`src/hdl/spectrum_bar_level_tracker_defines.svh`:
```
// ----------------------------------------------------------------------------
// spectrum bar level tracker assertion macros
// shared property wrappers for the tracker modules
// ----------------------------------------------------------------------------
`ifndef SPECTRUM_BAR_LEVEL_TRACKER_DEFINES_SVH
`define SPECTRUM_BAR_LEVEL_TRACKER_DEFINES_SVH

`ifndef NO_ASSERTIONS

`define SBLT_ASSERT(label, clk, rst_n, prop, msg) \
    label: assert property (@(posedge clk) disable iff (!rst_n) prop) else $error(msg);

`define SBLT_ASSERT_IMPL(label, clk, rst_n, ante, cons, msg) \
    `SBLT_ASSERT(label, clk, rst_n, (ante) |-> (cons), msg)

`else

`define SBLT_ASSERT(label, clk, rst_n, prop, msg)

`define SBLT_ASSERT_IMPL(label, clk, rst_n, ante, cons, msg)

`endif

`endif

```
`src/hdl/sblt_pkg.sv`:
```
// ----------------------------------------------------------------------------
// sblt_pkg
// shared types, widths and constants of the spectrum bar level tracker
// ----------------------------------------------------------------------------
package sblt_pkg;

    localparam int BAR_COUNT_DEF = 36;
    localparam int BAR_W         = 6;
    localparam int MAG_W         = 32;
    localparam int LVL_W         = 16;
    localparam int AVG_W         = 24;
    localparam int CFG_IDX_W     = 2;
    localparam int CFG_DAT_W     = 16;

    localparam logic [CFG_IDX_W-1:0] CFG_SMOOTH_GAIN    = 2'd0;
    localparam logic [CFG_IDX_W-1:0] CFG_PEAK_FALL_GAIN = 2'd1;
    localparam logic [CFG_IDX_W-1:0] CFG_MAX_DECAY      = 2'd2;

    localparam logic [15:0] SMOOTH_GAIN_RST    = 16'd21627;
    localparam logic [15:0] PEAK_FALL_GAIN_RST = 16'd8520;
    localparam logic [15:0] MAX_DECAY_RST      = 16'd65143;

    localparam logic [20:0] NORM_C24    = 21'd1553983;
    localparam logic [15:0] PEAK_JUMP   = 16'd524;
    localparam logic [15:0] PEAK_HOLD   = 16'd786;
    localparam logic [15:0] SPEED_BASE  = 16'd6554;
    localparam logic [15:0] SPEED_SLOPE = 16'd4260;
    localparam logic [15:0] AVG_NEW     = 16'd26214;
    localparam logic [15:0] AVG_OLD     = 16'd39322;
    localparam logic [23:0] RATIO_MAX   = 24'hFFFFFF;

    typedef struct packed {
        logic [LVL_W-1:0] level;
        logic [LVL_W-1:0] target;
        logic [LVL_W-1:0] peak;
        logic [LVL_W-1:0] speed;
        logic [MAG_W-1:0] rmax;
        logic [AVG_W-1:0] avg;
    } t_row;

    localparam t_row ROW_RESET = '{
        level:  16'd0,
        target: 16'd0,
        peak:   16'd0,
        speed:  SPEED_BASE,
        rmax:   32'd1,
        avg:    24'd0
    };

    typedef struct packed {
        logic             cmd;
        logic [BAR_W-1:0] bar;
        logic [MAG_W-1:0] mag;
        logic             in_range;
    } t_item;

endpackage

```
`src/hdl/sblt_if.sv`:
```
// ----------------------------------------------------------------------------
// sblt channel interfaces
// input item, result item and register write channels
// ----------------------------------------------------------------------------
interface sblt_in_if;
    logic                        valid;
    logic                        ready;
    logic                        cmd;
    logic [sblt_pkg::BAR_W-1:0]  bar;
    logic [sblt_pkg::MAG_W-1:0]  band_magnitude;

    modport source (output valid, cmd, bar, band_magnitude, input ready);
    modport sink   (input valid, cmd, bar, band_magnitude, output ready);
endinterface


```
`src/hdl/sblt_front.sv`:
```
// ----------------------------------------------------------------------------
// sblt_front
// takes input transfers, checks the bar range and queues them for the back end
// ----------------------------------------------------------------------------
`include "spectrum_bar_level_tracker_defines.svh"

module sblt_front #(
    parameter int BAR_COUNT = sblt_pkg::BAR_COUNT_DEF
) (
    input  logic              i_clk,
    input  logic              i_rst_n,
    sblt_in_if.sink           i_in,
    output sblt_pkg::t_item   o_item,
    output logic              o_item_valid,
    input  logic              i_pop
);

    sblt_pkg::t_item r_slot [2];
    logic            r_wr_ptr;
    logic            r_rd_ptr;
    logic [1:0]      r_count;
    logic            push;
    sblt_pkg::t_item new_item;

    assign i_in.ready   = (r_count != 2'd2);
    assign push         = i_in.valid && i_in.ready;
    assign o_item_valid = (r_count != 2'd0);
    assign o_item       = r_slot[r_rd_ptr];

    always_comb begin
        new_item.cmd      = i_in.cmd;
        new_item.bar      = i_in.bar;
        new_item.mag      = i_in.band_magnitude;
        new_item.in_range = ({1'b0, i_in.bar} < (sblt_pkg::BAR_W+1)'(BAR_COUNT));
    end

    always_ff @(posedge i_clk) begin
        if (push) begin
            r_slot[r_wr_ptr] <= new_item;
        end
    end

    always_ff @(posedge i_clk) begin
        if (!i_rst_n) begin
            r_wr_ptr <= 1'b0;
            r_rd_ptr <= 1'b0;
            r_count  <= 2'd0;
        end else begin
            if (push) begin
                r_wr_ptr <= ~r_wr_ptr;
            end
            if (i_pop) begin
                r_rd_ptr <= ~r_rd_ptr;
            end
            case ({push, i_pop})
                2'b10:   r_count <= r_count + 2'd1;
                2'b01:   r_count <= r_count - 2'd1;
                default: r_count <= r_count;
            endcase
        end
    end

    `SBLT_ASSERT_IMPL(a_pop_nonempty, i_clk, i_rst_n, i_pop, r_count != 2'd0, "pop from empty queue")
    `SBLT_ASSERT(a_count_bound, i_clk, i_rst_n, r_count <= 2'd2, "queue count overflow")
    `SBLT_ASSERT(a_count_push, i_clk, i_rst_n, (push && !i_pop) |=> r_count == $past(r_count) + 2'd1, "queue count lost a push")

endmodule

```
`src/flat_wrapper.sv`:
```
// flat-port wrapper written by rule: the top's interface ports become plain ports
module sblt_front_flat 
#(
    parameter int BAR_COUNT = sblt_pkg::BAR_COUNT_DEF
)
  (i_clk, i_rst_n, o_item, o_item_valid, i_pop, i_in_valid, i_in_cmd, i_in_bar, i_in_band_magnitude, i_in_ready);
  sblt_in_if i_in_i ();
  input  logic i_clk;
  input  logic i_rst_n;
  output sblt_pkg::t_item o_item;
  output logic o_item_valid;
  input  logic i_pop;
  input wire logic [$bits(i_in_i.valid)-1:0] i_in_valid;
  input wire logic [$bits(i_in_i.cmd)-1:0] i_in_cmd;
  input wire logic [$bits(i_in_i.bar)-1:0] i_in_bar;
  input wire logic [$bits(i_in_i.band_magnitude)-1:0] i_in_band_magnitude;
  output wire logic [$bits(i_in_i.ready)-1:0] i_in_ready;
  assign i_in_i.valid = i_in_valid;
  assign i_in_i.cmd = i_in_cmd;
  assign i_in_i.bar = i_in_bar;
  assign i_in_i.band_magnitude = i_in_band_magnitude;
  assign i_in_ready = i_in_i.ready;
  sblt_front #(.BAR_COUNT(BAR_COUNT)) u_core (.i_clk(i_clk), .i_rst_n(i_rst_n), .i_in(i_in_i), .o_item(o_item), .o_item_valid(o_item_valid), .i_pop(i_pop));
endmodule
```
`config.mk`:
```
export PLATFORM = sky130hd
export DESIGN_NAME = sblt_front_flat
export DESIGN_NICKNAME = d
export VERILOG_FILES = /design/src/hdl/sblt_pkg.sv /design/src/hdl/sblt_if.sv /design/src/hdl/sblt_front.sv /design/src/flat_wrapper.sv
export VERILOG_INCLUDE_DIRS = /design/src /design/src/hdl
export SDC_FILE = /design/constraint.sdc
export NUM_CORES = 1
export LEC_CHECK = 0
export BUFFER_PORTS_ARGS = -buffer_cell sky130_fd_sc_hd__buf_2
export CAP_MARGIN = 20
export CELL_PAD_IN_SITES_DETAIL_PLACEMENT = 0
export CELL_PAD_IN_SITES_GLOBAL_PLACEMENT = 1
export CORE_MARGIN = 4
export CORE_UTILIZATION = 43
export CTS_CLUSTER_DIAMETER = 40
export DETAILED_ROUTE_END_ITERATION = 12
export GPL_TIMING_DRIVEN = 0
export PLACE_DENSITY_LB_ADDON = 0.1
export SYNTH_ARGS = -nofsm -noshare
export SYNTH_HDL_FRONTEND = slang
export SYNTH_SLANG_ARGS = --single-unit
export TNS_END_PERCENT = 30
```
`constraint.sdc`:
```
create_clock -name i_clk -period 2.7 [get_ports i_clk]
set_clock_uncertainty 0.2 [all_clocks]
set_input_delay 0.27 -clock i_clk [delete_from_list [all_inputs] [get_ports i_clk]]
set_output_delay 0.27 -clock i_clk [all_outputs]
set_load 0.005 [all_outputs]
```
# Yosys cells after proc, flatten, opt, wreduce, memory -nomap -nowiden
# Memories as Yosys holds them, arrays and structs flattened. A register that Yosys moved wholly into a read port is not among the register bits.
# Cells that the tools add are included.
word_totals:
  memories: 1
  mem_bits_rw: 80
  reg_bits: 4
  inputBits: 43
mem_list:
  columns: ["name", "depth", "width", "rd", "rd_clocked_by_memory_dff", "wr", "line_no", "text"]
  rows:
  - ["u_core.r_slot", 2, 40, 1, 1, 1, "sblt_front.sv:18", "sblt_pkg::t_item r_slot [2];"]
classes:
  eq_ne: 3
  n_lt_le_gt_ge: 1
  addsub: 2
  reduce_logical: 3
  bitwise: 2
  mux: 5
op_table:
  columns: ["operator", "count"]
  rows:
  - ["$lt 6x6->1 const B", 1]
  - ["$mux 1", 4]
  - ["$pmux 2 s2", 1]
  - ["$reduce_bool 2->1", 2]
  - ["$add 2x1->2 const B", 1]
  - ["$eq 2x1->1 const B", 1]
  - ["$eq 2x2->1 const B", 1]
  - ["$ne 2x2->1 const B", 1]
  - ["$not 1->1", 2]
  - ["$sub 2x1->2 const B", 1]
  - ["$logic_and 1x1->1", 1]

# Longest topological paths before layout
# Gate-level depths: netlist of the first run.
depth:
  depth_word: 4
  ltp_mapped: 6
  depth_no_buf: 6

# Worst setup path after synthesis of the first run
# OpenSTA, ideal clock, no wires.
synth_timing:
  path_type: "reg-to-reg"
  start: "register u_core.r_count[0]"
  end: "memory u_core.r_slot[1][0] in the netlist's numbering (enable)"
  t_required_ps: 2099
  path_slack_ps: 496
  stages_incl_launch_ff: 3
  path_buffers: 0
  t_arrival_ps: 1602
  cell_sequence: "dfxtp_1 > nand2b_1 > and3_1"
synth_between:
  elab_chain_len: 4
synth_lines:
  columns: ["item", "line_no", "text"]
  rows:
  - ["from (decl)", "sblt_front.sv:21", "logic [1:0] r_count;"]
  - ["from (signal assigned)", "sblt_front.sv:56", "2'b10: r_count <= r_count + 2'd1;"]
  - ["from (signal assigned)", "sblt_front.sv:57", "2'b01: r_count <= r_count - 2'd1;"]
  - ["from (signal assigned)", "sblt_front.sv:58", "default: r_count <= r_count;"]
  - ["$ne 2x2->1", "sblt_front.sv:25", "assign i_in.ready = (r_count != 2'd2);"]
  - ["via i_in_ready", "flat_wrapper.sv:17", "output wire logic [$bits(i_in_i.ready)-1:0] i_in_ready;"]
  - ["$logic_and 1x1->1", "sblt_front.sv:26", "assign push = i_in.valid && i_in.ready;"]
  - ["$mux 1", "sblt_front.sv:38", "if (push) begin"]
  - ["$mux 1 (implied by the code)", "sblt_front.sv:39", "r_slot[r_wr_ptr] <= new_item;"]
  - ["to (decl)", "sblt_front.sv:18", null]
# The timed path passes the listed nets, and every way through them passes these cells.

==> results.sh, run 1 <==
export IMPL_status="finished clean"
export IMPL_ys_ff_latch=85
export IMPL_min_path_cells=3
export IMPL_cp_max_fo=10
export IMPL_timing_critical_path_mode_cell="buf_2"
export IMPL_clk_path_buf_depth=2
export IMPL_r2r_end="u_core.r_slot[0][31]$_DFFE_PP_"
export IMPL_syn_inst=148
export IMPL_startpoint_type="flip-flop"
export IMPL_numCtsBuffers=9
export IMPL_grt_pass1_vias=1869
export IMPL_r2r_start="u_core.r_count[0]$_SDFFE_PN0P_"
export IMPL_ir_drop_v=0.000475
export IMPL_dieArea_sq_um=8650
export IMPL_drc=0
export IMPL_place_gp_congestion=0.663
export IMPL_die_width_um=93.0
export IMPL_nFillCells=553
export IMPL_most_common_layout_cells="88 x buf_2, 80 x edfxtp_1, 40 x mux2_2, 40 x dlygate4sd3_1, 9 x clkbuf_8"
export IMPL_worstPathCellList="buf_2 -> mux2_2 -> buf_2"
export IMPL_ys_types=20
export IMPL_path_clk_slew_ps=80
export IMPL_syn_nets=192
export IMPL_routed_via_density=4.59
export IMPL_max_cap_violations=0
export IMPL_finalHoldViolCount=0
export IMPL_p_clk_share_pct=31.4
export IMPL_rsz0062_at_grt="false"
export IMPL_utilization_pct=62.0
export IMPL_start_util_pct=45.0
export IMPL_max_stage_delay_ps=390
export IMPL_fp_coreArea_sq_um=6910
export IMPL_cp_depth=3
export IMPL_yosysSeqAreaShare_pct=80.5
export IMPL_vias=1768
export IMPL_hold_start="i_in_valid"
export IMPL_tightestPinTransition_ps=883
export IMPL_grt_max_degree=41
export IMPL_std_cell_rows=30
export IMPL_comb_power_share_pct=14.3
export IMPL_cp_top_family="buffers and inverters"
export IMPL_switchingPower_uw=636
export IMPL_internal_power_mw=2.33
export IMPL_num_antenna_cells=0
export IMPL_ys_warn_count=0
export IMPL_finalCritPeriodShare_pct=73.7
export IMPL_post_dp_hpwl_um=3330
export IMPL_cp_required_ps=2230
export IMPL_dr_pass1_iters=4
export IMPL_path_class="flip-flop to output pin"
export IMPL_final_common_cell="buf_2"
export IMPL_ant_nets=0
export IMPL_layout_setup_ws_ps=710
export IMPL_grt_overflow_total=0
export IMPL_p_total_mw=2.96
export IMPL_num_nets_final=328
export IMPL_dieHeight_um=93.0
export IMPL_drt_initial_drc_count=65
export IMPL_hold_buffers=40
export IMPL_ioPinCount=85
export IMPL_grt_antenna_before_repair=0
export IMPL_endpoint_kind="output pin"
export IMPL_wl_um=5510
export IMPL_routedWlPerCell_um=14.3
export IMPL_clk_insertion_delay_late_ps=330
export IMPL_dp_slack_ps=699
export IMPL_htree_levels=3
export IMPL_post_cts_setup_buffer_count=0
export IMPL_layout_drive_gt1_share_pct=50.5
export IMPL_p_leak_nw=1.63
export IMPL_grt_pass1_wl_um=8660
export IMPL_fmax_mhz=502
export IMPL_hold_slack_ps=68.8
export IMPL_grt_total_usage_pct=13.0
export IMPL_crit_arrival_ps=1520
export IMPL_sw_frac_of_total_pct=21.4
export IMPL_ctsResizeCount=0
export IMPL_r2r_setup_slack_ps=720
export IMPL_placed_cells=329
export IMPL_fin_cells=385
export IMPL_setup_violations=0
export IMPL_p_seq_share_pct=54.3
export IMPL_area_growth_pct=37.9
export IMPL_portBuffers=84
export IMPL_cts_sinks=85
export IMPL_min_path_type="input pin to flip-flop"
export IMPL_synth_area_sq_um=3110
export IMPL_power_density_cell_area_nw_per_um2=692
export IMPL_tritoncts="yes"
export IMPL_cts_root_buffer="clkbuf_8"
export IMPL_syn_area_per_cell_sq_um=21.0
export IMPL_fin_crit_ps=1990
export IMPL_slew_headroom_pct=41.0
export IMPL_holdPathEnd="u_core.r_wr_ptr$_SDFFE_PN0P_"
export IMPL_maxSlewViolCount=0
export IMPL_cp_buffers_inverters=2
export IMPL_critPathSlowestCell="dfxtp_1"
export IMPL_worstRegToRegCells=3
==> per-stage QoR <==
step,setup TNS (ps),instance area [sq um]
floorplan,0,3110
global placement,-2340,3650
detailed placement,0,3680
CTS,0,4290
global route,0,4290
finish,0,4290
==> cells by family (layout without fill, tap and decap cells) <==
kind of cell / count (synthesis) / after routing / share of synthesized area, %
DFF: 85 / 85 / 80.5
muxes: 40 / 40 / 14.5
and+or+nand+nor: 9 / 9 / 1.77
AOI/OAI and AO/OA: 5 / 5 / 1.21
buffers and inverters: 5 / 146 / 0.765
xor gates and xnor gates: 3 / 3 / 0.846
adders and majority gates: 1 / 1 / 0.403
==> area by class of cell <==
type	count	area [sq um]	area share, %
plain buffers	4	20.0	0.467
well taps	96	120	2.80
flip-flops and latches	85	2500	58.4
multi-input cells	58	583	13.6
clock buffers	11	131	3.07
clock inverters	5	76.3	1.78
inverters	1	3.75	0.0876
repair buffers	125	848	19.8
==> cell usage after synthesis <==
cell      instances  share of area, %
ha_1              1              0.40
xor2_1            1              0.28
nand2_1           1              0.12
a21boi_1          1              0.24
and2_1            3              0.60
and3_1            1              0.20
dfxtp_1           5               3.2
or2_2             1              0.20
mux2_2           40                14
inv_1             1              0.12
xnor2_1           2              0.56
nand3b_1          1              0.24
nand2b_1          1              0.20
o21ai_0           1              0.16
o31ai_1           1              0.24
buf_2             4              0.64
a21bo_2           1              0.32
edfxtp_1         80                77
or3_1             1              0.20
a21boi_0          1              0.24
==> worst max path at each step <==
stage / start / end / slack, ps
after global routing: u_core.r_count[0]$_SDFFE_PN0P_ / u_core.r_slot[0][28]$_DFFE_PP_ / 560
after detailed placement: u_core.r_count[0]$_SDFFE_PN0P_ / u_core.r_slot[0][18]$_DFFE_PP_ / 700
after floorplan: u_core.r_count[0]$_SDFFE_PN0P_ / u_core.r_slot[1][0]$_DFFE_PP_ / 500
after global placement: u_core.r_count[0]$_SDFFE_PN0P_ / u_core.r_slot[1][18]$_DFFE_PP_ / -60
after CTS: flip-flop / o_item[35] / 670
final: flip-flop / o_item[35] / 710
==> registers in the layout (all words and copies together), names as in the netlist, named ones only <==
name	count
u_core.r_count	2
u_core.r_rd_ptr	1
u_core.r_slot	80
u_core.r_wr_ptr	1
==> power by group through the flow <==
stage / Clock (mW) / Sequential, mW / Combinational (mW)
3_5_place_dp: 0 / 1.64 / 0.386
3_3_place_gp: 0 / 1.64 / 0.377
2_1_floorplan: 0 / 1.63 / 0.210
4_1_cts: 0.950 / 1.61 / 0.433
5_1_grt: 1.01 / 1.62 / 0.470
6_report: 0.930 / 1.61 / 0.424
==> worst register-to-register path, delay by kind of cell (launching register included) <==
family / cells / cell delay, ps
AND/OR/NAND/NOR: 2 / 340
flip-flops: 1 / 390
buffers and inverters: 1 / 660
==> metal layers <==
metal	vias up	track usage, %	share of wire (%)
met5	-	0	0
met4	0	5.86	1.2
met3	7	3.30	6.0
met2	56	22.1	50
met1	857	15.7	42
li1	848	-	-
Power figures use the tool's default switching activity.
==> inputs of run 2 (changes only) <==
--- a/config.mk
+++ b/config.mk
@@ -6,12 +6,13 @@
 export SDC_FILE = /design/constraint.sdc
 export NUM_CORES = 1
 export LEC_CHECK = 0
+export ABC_AREA = 1
 export BUFFER_PORTS_ARGS = -buffer_cell sky130_fd_sc_hd__buf_2
 export CAP_MARGIN = 20
 export CELL_PAD_IN_SITES_DETAIL_PLACEMENT = 0
 export CELL_PAD_IN_SITES_GLOBAL_PLACEMENT = 1
 export CORE_MARGIN = 4
-export CORE_UTILIZATION = 43
+export CORE_UTILIZATION = 39
 export CTS_CLUSTER_DIAMETER = 40
 export DETAILED_ROUTE_END_ITERATION = 12
 export GPL_TIMING_DRIVEN = 0
==> constraint.sdc (replaced) <==
create_clock -name i_clk -period 1.65 [get_ports i_clk]
set_clock_uncertainty 0.2 [all_clocks]
set_input_delay 0.165 -clock i_clk [delete_from_list [all_inputs] [get_ports i_clk]]
set_output_delay 0.165 -clock i_clk [all_outputs]
set_load 0.005 [all_outputs]
==> run 2 against run 1 <==
  * The run now ends with negative setup slack left
  * Critical path depth unchanged
  * Register-to-register slack lost 580 ps
  * Power rose by 55%
==> results.sh, run 2 <==
export IMPL_routed_via_density=4.46
export IMPL_final_area_sq_um=4420
export IMPL_slew_headroom_pct=73.4
export IMPL_dp_slack_ps=-280
export IMPL_grt_overflow_total=0
export IMPL_startpoint_type="flip-flop"
export IMPL_largest_reg_flops=80
export IMPL_async_flop_share_pct=0
export IMPL_dieHeight_um=97.6
export IMPL_p_total_mw=4.61
export IMPL_crit_arrival_ps=1370
export IMPL_power_density_cell_area_nw_per_um2=1040
export IMPL_path_clk_slew_ps=80
export IMPL_grtUsageMet1_pct=15.4
export IMPL_yosysTopAreaCellShare_pct=76.7
export IMPL_p_leak_nw=1.69
export IMPL_fmax_mhz=576
export IMPL_area_growth_pct=41.0
export IMPL_top_usage_layer="met2"
export IMPL_ioPinCount=85
export IMPL_post_dp_hpwl_um=3540
export IMPL_max_cap_violations=0
export IMPL_grt_pass1_vias=1927
export IMPL_setup_violations=40
export IMPL_cp_max_fo=10
export IMPL_grt_max_degree=23
export IMPL_ys_types=15
export IMPL_r2r_start="u_core.r_count[0]$_SDFFE_PN0P_"
export IMPL_num_nets_final=345
export IMPL_grtUsageMet2_pct=20.7
export IMPL_ys_ff_latch=85
export IMPL_nFillCells=623
export IMPL_fin_cells=407
export IMPL_yosysTopAreaCell="edfxtp_1"
export IMPL_syn_area_per_cell_sq_um=19.7
export IMPL_layout_setup_ws_ps=-84.8
export IMPL_worstRegToRegCells=9
export IMPL_syn_inst=159
export IMPL_violations="negative setup slack"
export IMPL_yosys_cell_count_top_type="edfxtp_1"
export IMPL_reg_largest_list="u_core.r_slot x80, u_core.r_count x2"
export IMPL_ant_nets=0
export IMPL_hold_slack_ps=26.4
export IMPL_portBuffers=84
export IMPL_gr_usage_met3_pct=3.37
export IMPL_routedWlPerCell_um=13.8
export IMPL_critical_path_endpoint="o_item[17]"
export IMPL_ir_drop_v=0.000462
export IMPL_die_width_um=97.6
export IMPL_dr_pass1_iters=4
export IMPL_synth_common_cells="80 x edfxtp_1, 40 x mux2_2, 10 x nor2_1"
export IMPL_rsz0062_at_grt="true"
export IMPL_tightestPinTransition_ps=398
export IMPL_std_cell_rows=32
export IMPL_clk_path_buf_depth=2
export IMPL_num_antenna_cells=0
export IMPL_grt_total_usage_pct=12.6
export IMPL_synthFlopType="edfxtp_1"
export IMPL_drc=0
export IMPL_synthTopCellsByArea="edfxtp_1 77%, mux2_2 14%, dfxtp_1 3.2%"
export IMPL_numCtsBuffers=9
export IMPL_htree_levels=3
export IMPL_maxSlewViolCount=0
export IMPL_r2r_setup_slack_ps=140
export IMPL_wl_um=5600
export IMPL_r2r_end="u_core.r_count[1]$_SDFFE_PN0P_"
export IMPL_syn_nets=203
export IMPL_layout_drive_gt1_share_pct=51.1
export IMPL_yosysSeqAreaShare_pct=79.9
export IMPL_cp_required_ps=1280
export IMPL_post_dp_cell_area_sq_um=3760
export IMPL_final_common_cell="buf_2"
export IMPL_dieArea_sq_um=9530
export IMPL_start_util_pct=40.3
export IMPL_cts_root_buffer="clkbuf_8"
export IMPL_ys_warn_count=0
export IMPL_place_gp_congestion=0.694
export IMPL_grt_antenna_before_repair=0
export IMPL_clk_insertion_delay_late_ps=340
export IMPL_placed_cells=347
export IMPL_endpoint_kind="output pin"
export IMPL_finalHoldViolCount=0
export IMPL_drt_initial_drc_count=46
export IMPL_most_common_layout_cells="84 x buf_2, 80 x edfxtp_1, 41 x dlygate4sd3_1"
export IMPL_finalCritPeriodShare_pct=105
export IMPL_tritoncts="yes"
export IMPL_synth_area_sq_um=3130
export IMPL_utilization_pct=56.9
export IMPL_path_class="flip-flop to output pin"
export IMPL_grt_pass1_wl_um=9320
export IMPL_synth_edf_count=80
export IMPL_fin_crit_ps=1730
export IMPL_multi_input_area_sq_um=609
export IMPL_fp_coreArea_sq_um=7770
export IMPL_register_area_sq_um=2510
export IMPL_tns_ps=-2510
export IMPL_min_path_type="input pin to flip-flop"
export IMPL_regMostFlops="u_core.r_slot"
export IMPL_status="finished with violations"
export IMPL_vias=1817
export IMPL_cts_sinks=85
[run 2: cell count changes after synthesis, moves of 2 or more]
cell | before | now
and2_1 | 3 | 0
buf_2 | 4 | 0
buf_6 | 0 | 4
inv_1 | 1 | 3
nand2_1 | 1 | 9
nor2_1 | 0 | 10
xnor2_1 | 2 | 0
[run 2: area by class of cell]
| class | count | share of cell area (%) |
|---|---|---|
| timing repair buffer | 130 | 21.1 |
| inverter | 4 | 0.340 |
| sequential | 85 | 56.8 |
| multi-input combinational | 67 | 13.8 |
| buffer | 4 | 1.02 |
| clock inverter | 5 | 1.19 |
| tap | 102 | 2.89 |
| clock buffer | 10 | 2.89 |
[run 2: timing repair]
| item | 4_1_cts | 5_1_grt |
|---|---|---|
| endpoints found under the setup margin | 120 | 40 |
| hold buffers | 41 | 0 |
| gates cloned | 1 | 0 |
| hold endpoints to repair | 85 | 0 |
| resized for setup | 3 | 0 |
| buffers inserted | 3 | 0 |
| pin swaps | 2 | 0 |
[run 2: worst max-delay path: stages, from the launching register on]
cell,delay [ps]
dfxtp_4,390
buf_6,160
mux2_2,360
buf_2,130
[run 2: worst min path at each step]
stage / end / from / cells after the start
floorplan: u_core.r_slot[0][10]$_DFFE_PP_ / i_in_band_magnitude[9] / 0
global placement: u_core.r_slot[0][25]$_DFFE_PP_ / i_in_band_magnitude[24] / 1
detailed placement: u_core.r_slot[1][19]$_DFFE_PP_ / i_in_band_magnitude[18] / 1
CTS: u_core.r_wr_ptr$_SDFFE_PN0P_ / i_in_valid / 5
global route: u_core.r_wr_ptr$_SDFFE_PN0P_ / i_in_valid / 5
finish: u_core.r_wr_ptr$_SDFFE_PN0P_ / i_in_valid / 5
[run 2: logic make-up after synthesis]
| logic type | share of synthesized area, % |
|---|---|
| DFF | 79.9 |
| muxes | 14.4 |
| and+or+nand+nor | 2.88 |
| buffers and inverters | 1.92 |
| AOI/OAI and AO/OA | 0.559 |
| adders and majority gates | 0.399 |
[run 2: per-layer routing]
| metal | wire length [um] | share of wire [%] |
|---|---|---|
| met4 | 108 | 1.9 |
| met3 | 343 | 6.1 |
| met2 | 2680 | 48 |
| met5 | 0 | 0 |
| met1 | 2470 | 44 |
[run 2: report_power, final]
| group | leakage [nW] | internal, mW | switching (mW) |
|---|---|---|---|
| sequential | 0.789 | 2.55 | 0.0428 |
| clock | 0.0919 | 0.684 | 0.671 |
| combinational | 0.810 | 0.368 | 0.295 |
